===== src/rtl/core/gcc_pkg.sv =====
// ----------------------------------------------------------------------------
// gcc_pkg: shared types and constants for the connected-components block
// Field widths, request and status codes, and the sequencer state type.
// ----------------------------------------------------------------------------
package gcc_pkg;

    localparam int NODE_W = 5;   // node index field width
    localparam int CNT_W  = 6;   // node_count register width
    localparam int COMP_W = 5;   // component number width

    localparam logic REQ_EDGE = 1'b0;
    localparam logic REQ_RUN  = 1'b1;

    localparam logic STATUS_OK  = 1'b0;
    localparam logic STATUS_ERR = 1'b1;

    localparam logic [CNT_W-1:0] NODE_COUNT_RST = 6'd32;

    typedef enum logic [6:0] {
        ST_IDLE  = 7'b0000001,
        ST_START = 7'b0000010,
        ST_POP   = 7'b0000100,
        ST_ROW   = 7'b0001000,
        ST_SCAN  = 7'b0010000,
        ST_EMIT  = 7'b0100000,
        ST_ERR   = 7'b1000000
    } state_t;

endpackage


===== src/rtl/core/graph_connected_components.sv =====
// ----------------------------------------------------------------------------
// graph_connected_components: connected components by depth-first search
// Edge loader and component walker over a small undirected graph.
// ----------------------------------------------------------------------------
// Usage:
//   Input channel (s_*): req_type 0 adds edge node_a - node_b to the matrix;
//   req_type 1 runs the search and emits one result per node in use.
//   Result channel (m_*): node, component number, end-of-component and
//   end-of-run marks, status. A rejected edge gives one result with status 1.
//   Config channel (cfg_*): writes node_count; write it only while idle.
// Timing:
//   A valid edge is written while the block stays idle. A rejected edge passes
//   through the error state and waits there for a free result register. A run
//   steps the sequencer through pop, row read and neighbor scan, pushing one
//   neighbor per cycle through a single lowest-bit finder; a held result
//   register stalls it at each emit. The block takes one request at a time
//   and is not ready while it works.
// Reset: edges cleared, node_count back to 32, no result pending.
// Stall: a held result register stops the walk until m_ready frees it.
// ----------------------------------------------------------------------------
module graph_connected_components
    import gcc_pkg::*;
#(
    parameter int MAX_NODES = 32
) (
    input  logic              aclk,
    input  logic              aresetn,

    input  logic              s_valid,
    output logic              s_ready,
    input  logic              s_req_type,
    input  logic [NODE_W-1:0] s_node_a,
    input  logic [NODE_W-1:0] s_node_b,

    output logic              m_valid,
    input  logic              m_ready,
    output logic [NODE_W-1:0] m_node_index,
    output logic [COMP_W-1:0] m_component_id,
    output logic              m_last_in_component,
    output logic              m_last_of_run,
    output logic              m_status,

    input  logic              cfg_valid,
    output logic              cfg_ready,
    input  logic [CNT_W-1:0]  cfg_data
);

    localparam int NodeCap = (MAX_NODES < 32) ? MAX_NODES : 32;
    localparam int IdxW    = $clog2(NodeCap);
    localparam int DepW    = $clog2(NodeCap + 1);

    state_t              state_reg, state_next;
    logic [CNT_W-1:0]    node_count_reg;
    logic [NodeCap-1:0]  visited_reg, visited_next;
    logic [DepW-1:0]     depth_reg, depth_next;
    logic [COMP_W-1:0]   comp_reg, comp_next;
    logic [IdxW-1:0]     cur_reg, cur_next;

    logic                m_valid_reg, m_valid_next;
    logic                out_load;
    logic [NODE_W-1:0]   out_node;
    logic [COMP_W-1:0]   out_comp;
    logic                out_lic, out_lor, out_status;
    logic [NODE_W-1:0]   m_node_index_reg;
    logic [COMP_W-1:0]   m_component_id_reg;
    logic                m_last_in_component_reg, m_last_of_run_reg, m_status_reg;

    logic [CNT_W-1:0]    n_eff;
    logic [NodeCap-1:0]  live_mask;
    logic                out_free, s_fire, edge_bad, all_done;

    logic                adj_set, adj_rd;
    logic [IdxW-1:0]     adj_rd_addr;
    logic [NodeCap-1:0]  adj_row;

    logic                stk_wr, stk_rd;
    logic [IdxW-1:0]     stk_wr_addr, stk_wr_data, stk_rd_addr, stk_rd_data;

    logic [NodeCap-1:0]  pick_mask;
    logic                pick_any;
    logic [IdxW-1:0]     pick_idx;

    // effective node count and live-node mask
    assign n_eff = (node_count_reg > CNT_W'(NodeCap)) ? CNT_W'(NodeCap) : node_count_reg;

    always_comb begin
        for (int i = 0; i < NodeCap; i++) begin
            live_mask[i] = (CNT_W'(i) < n_eff);
        end
    end

    assign out_free  = !m_valid_reg || m_ready;
    assign s_ready   = (state_reg == ST_IDLE);
    assign s_fire    = s_valid && s_ready;
    assign cfg_ready = 1'b1;
    assign edge_bad  = ({1'b0, s_node_a} >= n_eff) || ({1'b0, s_node_b} >= n_eff);
    assign all_done  = ((visited_reg & live_mask) == live_mask);

    // shared finder: unvisited start node, or unvisited neighbor of cur
    assign pick_mask = ((state_reg == ST_SCAN) ? adj_row : '1) & live_mask & ~visited_reg;

    gcc_pick #(.NODES(NodeCap)) u_pick (
        .mask (pick_mask),
        .any  (pick_any),
        .idx  (pick_idx)
    );

    assign adj_set = s_fire && (s_req_type == REQ_EDGE) && !edge_bad;

    gcc_adj #(.NODES(NodeCap)) u_adj (
        .aclk    (aclk),
        .aresetn (aresetn),
        .set_en  (adj_set),
        .set_a   (s_node_a[IdxW-1:0]),
        .set_b   (s_node_b[IdxW-1:0]),
        .rd_en   (adj_rd),
        .rd_addr (adj_rd_addr),
        .rd_row  (adj_row)
    );

    gcc_stack #(.NODES(NodeCap)) u_stack (
        .aclk    (aclk),
        .wr_en   (stk_wr),
        .wr_addr (stk_wr_addr),
        .wr_data (stk_wr_data),
        .rd_en   (stk_rd),
        .rd_addr (stk_rd_addr),
        .rd_data (stk_rd_data)
    );

    always_comb begin
        state_next   = state_reg;
        visited_next = visited_reg;
        depth_next   = depth_reg;
        comp_next    = comp_reg;
        cur_next     = cur_reg;
        adj_rd       = 1'b0;
        adj_rd_addr  = stk_rd_data;
        stk_wr       = 1'b0;
        stk_wr_addr  = depth_reg[IdxW-1:0];
        stk_wr_data  = pick_idx;
        stk_rd       = 1'b0;
        stk_rd_addr  = IdxW'(depth_reg - 1'b1);
        out_load     = 1'b0;
        out_node     = NODE_W'(cur_reg);
        out_comp     = comp_reg;
        out_lic      = (depth_reg == '0);
        out_lor      = (depth_reg == '0) && all_done;
        out_status   = STATUS_OK;

        case (state_reg)
            ST_IDLE: begin
                if (s_fire) begin
                    if (s_req_type == REQ_RUN) begin
                        visited_next = '0;
                        depth_next   = '0;
                        comp_next    = '0;
                        if (n_eff != '0) begin
                            state_next = ST_START;
                        end
                    end else if (edge_bad) begin
                        state_next = ST_ERR;
                    end
                end
            end
            ST_START: begin
                if (pick_any) begin
                    stk_wr       = 1'b1;
                    stk_wr_addr  = '0;
                    depth_next   = DepW'(1);
                    visited_next = visited_reg | (NodeCap'(1) << pick_idx);
                    state_next   = ST_POP;
                end else begin
                    state_next = ST_IDLE;
                end
            end
            ST_POP: begin
                stk_rd     = 1'b1;
                depth_next = depth_reg - 1'b1;
                state_next = ST_ROW;
            end
            ST_ROW: begin
                cur_next   = stk_rd_data;
                adj_rd     = 1'b1;
                state_next = ST_SCAN;
            end
            ST_SCAN: begin
                if (pick_any) begin
                    // mark on push; push only while the stack has room
                    visited_next = visited_reg | (NodeCap'(1) << pick_idx);
                    if (depth_reg < DepW'(NodeCap)) begin
                        stk_wr     = 1'b1;
                        depth_next = depth_reg + 1'b1;
                    end
                end else begin
                    state_next = ST_EMIT;
                end
            end
            ST_EMIT: begin
                if (out_free) begin
                    out_load = 1'b1;
                    if (depth_reg != '0) begin
                        state_next = ST_POP;
                    end else begin
                        comp_next  = comp_reg + 1'b1;
                        state_next = all_done ? ST_IDLE : ST_START;
                    end
                end
            end
            ST_ERR: begin
                out_node   = '0;
                out_comp   = '0;
                out_lic    = 1'b0;
                out_lor    = 1'b1;
                out_status = STATUS_ERR;
                if (out_free) begin
                    out_load   = 1'b1;
                    state_next = ST_IDLE;
                end
            end
            default: begin
                state_next = ST_IDLE;
            end
        endcase
    end

    always_comb begin
        m_valid_next = m_valid_reg && !m_ready;
        if (out_load) begin
            m_valid_next = 1'b1;
        end
    end

    always_ff @(posedge aclk) begin
        if (!aresetn) begin
            state_reg      <= ST_IDLE;
            node_count_reg <= NODE_COUNT_RST;
            visited_reg    <= '0;
            depth_reg      <= '0;
            comp_reg       <= '0;
            m_valid_reg    <= 1'b0;
        end else begin
            state_reg   <= state_next;
            visited_reg <= visited_next;
            depth_reg   <= depth_next;
            comp_reg    <= comp_next;
            m_valid_reg <= m_valid_next;
            if (cfg_valid && cfg_ready) begin
                node_count_reg <= cfg_data;
            end
        end
    end

    always_ff @(posedge aclk) begin
        cur_reg <= cur_next;
        if (out_load) begin
            m_node_index_reg        <= out_node;
            m_component_id_reg      <= out_comp;
            m_last_in_component_reg <= out_lic;
            m_last_of_run_reg       <= out_lor;
            m_status_reg            <= out_status;
        end
    end

    assign m_valid             = m_valid_reg;
    assign m_node_index        = m_node_index_reg;
    assign m_component_id      = m_component_id_reg;
    assign m_last_in_component = m_last_in_component_reg;
    assign m_last_of_run       = m_last_of_run_reg;
    assign m_status            = m_status_reg;

    // stack never grows past the node capacity
    a_depth_bound: assert property (@(posedge aclk) disable iff (!aresetn)
        depth_reg <= DepW'(NodeCap))
        else $error("walk stack depth beyond capacity");

    // the finder never offers a node that is already marked
    a_pick_unvisited: assert property (@(posedge aclk) disable iff (!aresetn)
        ((state_reg == ST_SCAN || state_reg == ST_START) && pick_any) |-> !visited_reg[pick_idx])
        else $error("picked node already visited");

    // the final result of a run returns the sequencer to idle
    a_run_end: assert property (@(posedge aclk) disable iff (!aresetn)
        (state_reg == ST_EMIT && out_load && out_lor) |=> (state_reg == ST_IDLE))
        else $error("run did not end after its last result");

    // a rejected edge always closes its request
    a_err_last: assert property (@(posedge aclk) disable iff (!aresetn)
        (m_valid && m_status == STATUS_ERR) |-> m_last_of_run)
        else $error("error result without end-of-run mark");

    // a run with nodes in use starts the component search next cycle
    a_run_start: assert property (@(posedge aclk) disable iff (!aresetn)
        (s_fire && s_req_type == REQ_RUN && n_eff != '0) |=> (state_reg == ST_START))
        else $error("run request did not start the search");

endmodule


===== src/rtl/core/gcc_adj.sv =====
// ----------------------------------------------------------------------------
// gcc_adj: adjacency bit matrix
// Sets both symmetric bits of an edge together; registered row read.
// ----------------------------------------------------------------------------
module gcc_adj #(
    parameter int NODES = 32
) (
    input  logic                       aclk,
    input  logic                       aresetn,
    input  logic                       set_en,
    input  logic [$clog2(NODES)-1:0]   set_a,
    input  logic [$clog2(NODES)-1:0]   set_b,
    input  logic                       rd_en,
    input  logic [$clog2(NODES)-1:0]   rd_addr,
    output logic [NODES-1:0]           rd_row
);

    logic [NODES-1:0] rows_reg [NODES];
    logic [NODES-1:0] rd_row_reg;

    always_ff @(posedge aclk) begin
        if (!aresetn) begin
            for (int i = 0; i < NODES; i++) begin
                rows_reg[i] <= '0;
            end
        end else if (set_en) begin
            rows_reg[set_a][set_b] <= 1'b1;
            // a self loop sets one bit only
            if (set_a != set_b) begin
                rows_reg[set_b][set_a] <= 1'b1;
            end
        end
    end

    always_ff @(posedge aclk) begin
        if (rd_en) begin
            rd_row_reg <= rows_reg[rd_addr];
        end
    end

    assign rd_row = rd_row_reg;

endmodule


===== src/rtl/core/gcc_stack.sv =====
// ----------------------------------------------------------------------------
// gcc_stack: depth-first walk stack
// One write port, one registered read port.
// ----------------------------------------------------------------------------
module gcc_stack #(
    parameter int NODES = 32
) (
    input  logic                       aclk,
    input  logic                       wr_en,
    input  logic [$clog2(NODES)-1:0]   wr_addr,
    input  logic [$clog2(NODES)-1:0]   wr_data,
    input  logic                       rd_en,
    input  logic [$clog2(NODES)-1:0]   rd_addr,
    output logic [$clog2(NODES)-1:0]   rd_data
);

    logic [$clog2(NODES)-1:0] mem [NODES];
    logic [$clog2(NODES)-1:0] rd_data_reg;

    always_ff @(posedge aclk) begin
        if (wr_en) begin
            mem[wr_addr] <= wr_data;
        end
    end

    always_ff @(posedge aclk) begin
        if (rd_en) begin
            rd_data_reg <= mem[rd_addr];
        end
    end

    assign rd_data = rd_data_reg;

endmodule


===== src/rtl/core/gcc_pick.sv =====
// ----------------------------------------------------------------------------
// gcc_pick: lowest-set-bit finder
// Shared by the start search and the neighbor scan.
// ----------------------------------------------------------------------------
module gcc_pick #(
    parameter int NODES = 32
) (
    input  logic [NODES-1:0]           mask,
    output logic                       any,
    output logic [$clog2(NODES)-1:0]   idx
);

    localparam int IdxW = $clog2(NODES);

    always_comb begin
        idx = '0;
        // scan downward so the lowest set bit wins
        for (int i = NODES - 1; i >= 0; i--) begin
            if (mask[i]) begin
                idx = IdxW'(i);
            end
        end
    end

    assign any = |mask;

endmodule

===== config.mk =====
export PLATFORM = sky130hd
export DESIGN_NAME = graph_connected_components
export DESIGN_NICKNAME = d
export VERILOG_FILES = /design/src/rtl/core/gcc_pkg.sv /design/src/rtl/core/graph_connected_components.sv /design/src/rtl/core/gcc_adj.sv /design/src/rtl/core/gcc_stack.sv /design/src/rtl/core/gcc_pick.sv
export SDC_FILE = /design/constraint.sdc
export NUM_CORES = 2
export LEC_CHECK = 0
export BUFFER_PORTS_ARGS = -buffer_cell sky130_fd_sc_hd__buf_2
export CAP_MARGIN = 10
export CORE_MARGIN = 5
export CORE_UTILIZATION = 55
export CTS_CLUSTER_DIAMETER = 50
export DETAILED_ROUTE_END_ITERATION = 6
export PLACE_DENSITY_LB_ADDON = 0.1
export SLEW_MARGIN = 40
export SYNTH_ARGS = -nofsm -noshare
export SYNTH_HDL_FRONTEND = slang
export SYNTH_SLANG_ARGS = --single-unit
export TNS_END_PERCENT = 5

===== constraint.sdc =====
create_clock -name aclk -period 6.28 [get_ports aclk]
set_clock_uncertainty 0.05 [all_clocks]
set_input_delay 1.256 -clock aclk [delete_from_list [all_inputs] [get_ports aclk]]
set_output_delay 1.256 -clock aclk [all_outputs]
set_load 0.01 [all_outputs]

==> results.cfg <==
[clock_network]
cts_tree = built
insertion_delay_ns = 0.75
numCtsBuffers = 145
cts_buffer_depth = 3
clockRootBuffer = clkbuf_16
htree_levels = 4
clkTransAtPathRegs_ns = 0.06
cts_setup_buffers = 0
cts.sinks = 1296
ctsResizeCount = 0
hold_buffers = 0

[sta]
clock.fmax_mhz = 214
layout_min_cycle_time_ns = 4.67
slew_viol_final = 0
fin_setup_tns_ns = 0
whs_ns = 0.383
rsz0062_at_grt = no
finalHoldViolations = 0
worst_pin_slew_ns = 1.12
final.setup.worst_slack_ns = 1.61
setup_viol = 0
fin_crit_sh = 0.744
slew_headroom = 0.256

[cells_and_area]
fin_area_um2 = 60200
drive_gt1_frac = 0.151
fin_cells = 6565
regArea_um2 = 28100
largest_reg_flops = 1024
multi_input_area_um2 = 24400
final_common_cell = nand2_1
fill_cells = 7898
layout.nets = 5204
final_cell_mix = nand2_1, dfxtp_1, a22oi_1
diodes = 0
final_core_util = 0.621
syn_to_final_growth_pct = 12.0

[synthesis]
synth_area_leaders = dfxtp_1, mux4_2, nand2_1
synth_warnings = 0
synth_area_leader_cell = dfxtp_1
netlist_area_um2 = 53700
async_flop_share = 0
synth_top_area_frac = 0.403
synth_cells = 5271
synth_edf_count = 215
syn-num-nets = 5306
yosysSeqAreaShare = 0.523
synth_flop_cell = dfxtp_1
synth.distinct_cells = 81
synth_area_per_cell_um2 = 10.2
ys_ff_latch = 1296

[routing]
drt-pass1-iter-count = 6
wl_per_cell_um = 23.9
post_drt_via_cell_ratio = 6.21
drtAntennaViolNets = 0
wl_mm = 157
dr_total_vias = 40774
drc = 0
drt_iter0_markers = 4940

[critical_path]
path_buf_inv = 0
cp_slowest_cell = o21ai_0
critPathMaxStageDelay_ns = 0.74
setup.worst_path.start = node_count_reg[1]
worst_setup_path_start_kind = flip-flop
crit_chain = o21ai_0, a211oi_1, o21ai_0, and2_1, nand4_1, or3_1, nor3b_1, nand3_1, o21ai_0
regToRegStartpoint = node_count_reg[1]
critPathMaxFanout = 12
critPathTopFamily = compound AO/OA/AOI/OAI gates
cp_common_cell = o21ai_0
critPathArrivalTime_ns = 4.99
end_kind = flip-flop
path_class = flip-flop to flip-flop
cp.required_ns = 6.60

[floorplan]
ios = 38
die_y_um = 323
fp-row-count = 114
die_w_um = 323
coreArea_um2 = 96900
initial_core_util = 0.555
dieArea_um2 = 104000

[global_routing]
track_usage = 0.298
grt_pass1_wl_mm = 240
first_global_vias = 38714
gr-total-overflow = 0
grt_start_max_net_pins = 202
antenna_found_initial = 1

[worst_hold_path]
worstHoldPathType = flip-flop to flip-flop
min_from = u_adj.rows_reg[30][28]

[placement]
gp_congestion = 0.925
dp.cells = 6295
placedInstanceArea_um2 = 55100
io_buffers = 36
dp_hpwl_mm = 99.7
preCtsSetupSlack_ns = 1.61

[pwr]
p_leak_nw = 25.6
fin_total_pwr_mw = 18.3
powerDensity_nw_per_um2 = 304
vdd_drop_max_v = 0.000223

[status]
status = completed

[job]
maxCapViolCount = 0
==> cell families after synthesis <==
logic type,Yosys count,synth area share
other,1,0.0000698
AND/OR/NAND/NOR,2390,0.177
adder cells (fa/ha/maj),13,0.00303
multiplexers,413,0.164
AO/OA/AOI/OAI,783,0.106
buffers and inverters,367,0.0261
XOR/XNOR,8,0.00130
flip-flops,1296,0.523
==> worst reg2reg max path, stage by stage, from the launching register on <==
cell and delay [ns]:
dfxtp_1 0.68, o21ai_0 0.38, a211oi_1 0.56, o21ai_0 0.26, and2_1 0.25, nand4_1 0.15
or3_1 0.36, nor3b_1 0.43, nand3_1 0.44, o21ai_0 0.74
==> power by group <==
part | total [mW] | internal, mW | switching, mW | leakage [nW]
registers | 8.51 | 8.47 | 0.0357 | 10.4
clock network | 8.83 | 5.30 | 3.53 | 2.45
logic | 0.976 | 0.325 | 0.651 | 12.8
total | 18.3 | 14.1 | 4.22 | 25.6
==> metal layers <==
layer,vias up,share of wire,GRT usage
li1,18511,-,-
met1,20229,0.42,0.422
met2,1716,0.46,0.468
met3,316,0.084,0.0563
met4,2,0.032,0.0963
met5,-,0.00096,0.0104
==> worst paths after layout <==
check,endpoint,depth (start not counted),slack [ns]
min,u_adj.rows_reg[30][28],2,0.38
max reg2reg,u_stack.mem[0][3],9,1.61
max,u_stack.mem[0][3],9,1.61
min reg2reg,u_adj.rows_reg[30][28],2,0.38
==> layout make-up <==
type,count,share of cell area
flip-flops and latches,1296,0.467
multi-input cells,3608,0.405
clock buffers,199,0.0686
well taps,1276,0.0265
repair buffers,104,0.0177
clock inverters,68,0.0148
inverters,14,0.000873
==> synthesized netlist by cell type (5+ instances only) <==
cell type  instances
nor2b_1           16
a31oi_1            7
nor4_1             7
clkbuf_1         314
edfxtp_1         215
nand3b_1           8
nand3_1           37
a22oi_1          451
nand4_1            8
or3_1             10
mux2_2            37
mux4_2           370
buf_1             30
o211ai_1           9
a21o_1            55
nor3_1            20
and2_1            18
a22o_1            40
o21a_1            36
nand2_1         2003
nor2_1           199
mux2i_1            6
a211oi_1          12
dfxtp_1         1081
inv_1             14
nor3b_1            9
nand2b_1          15
o21ai_0           82
ha_1              13
xor2_1             5
or4_1              9
buf_2              6
and3b_1            5
a21oi_1           39
Note: power is estimated with default switching activity, not from simulation.
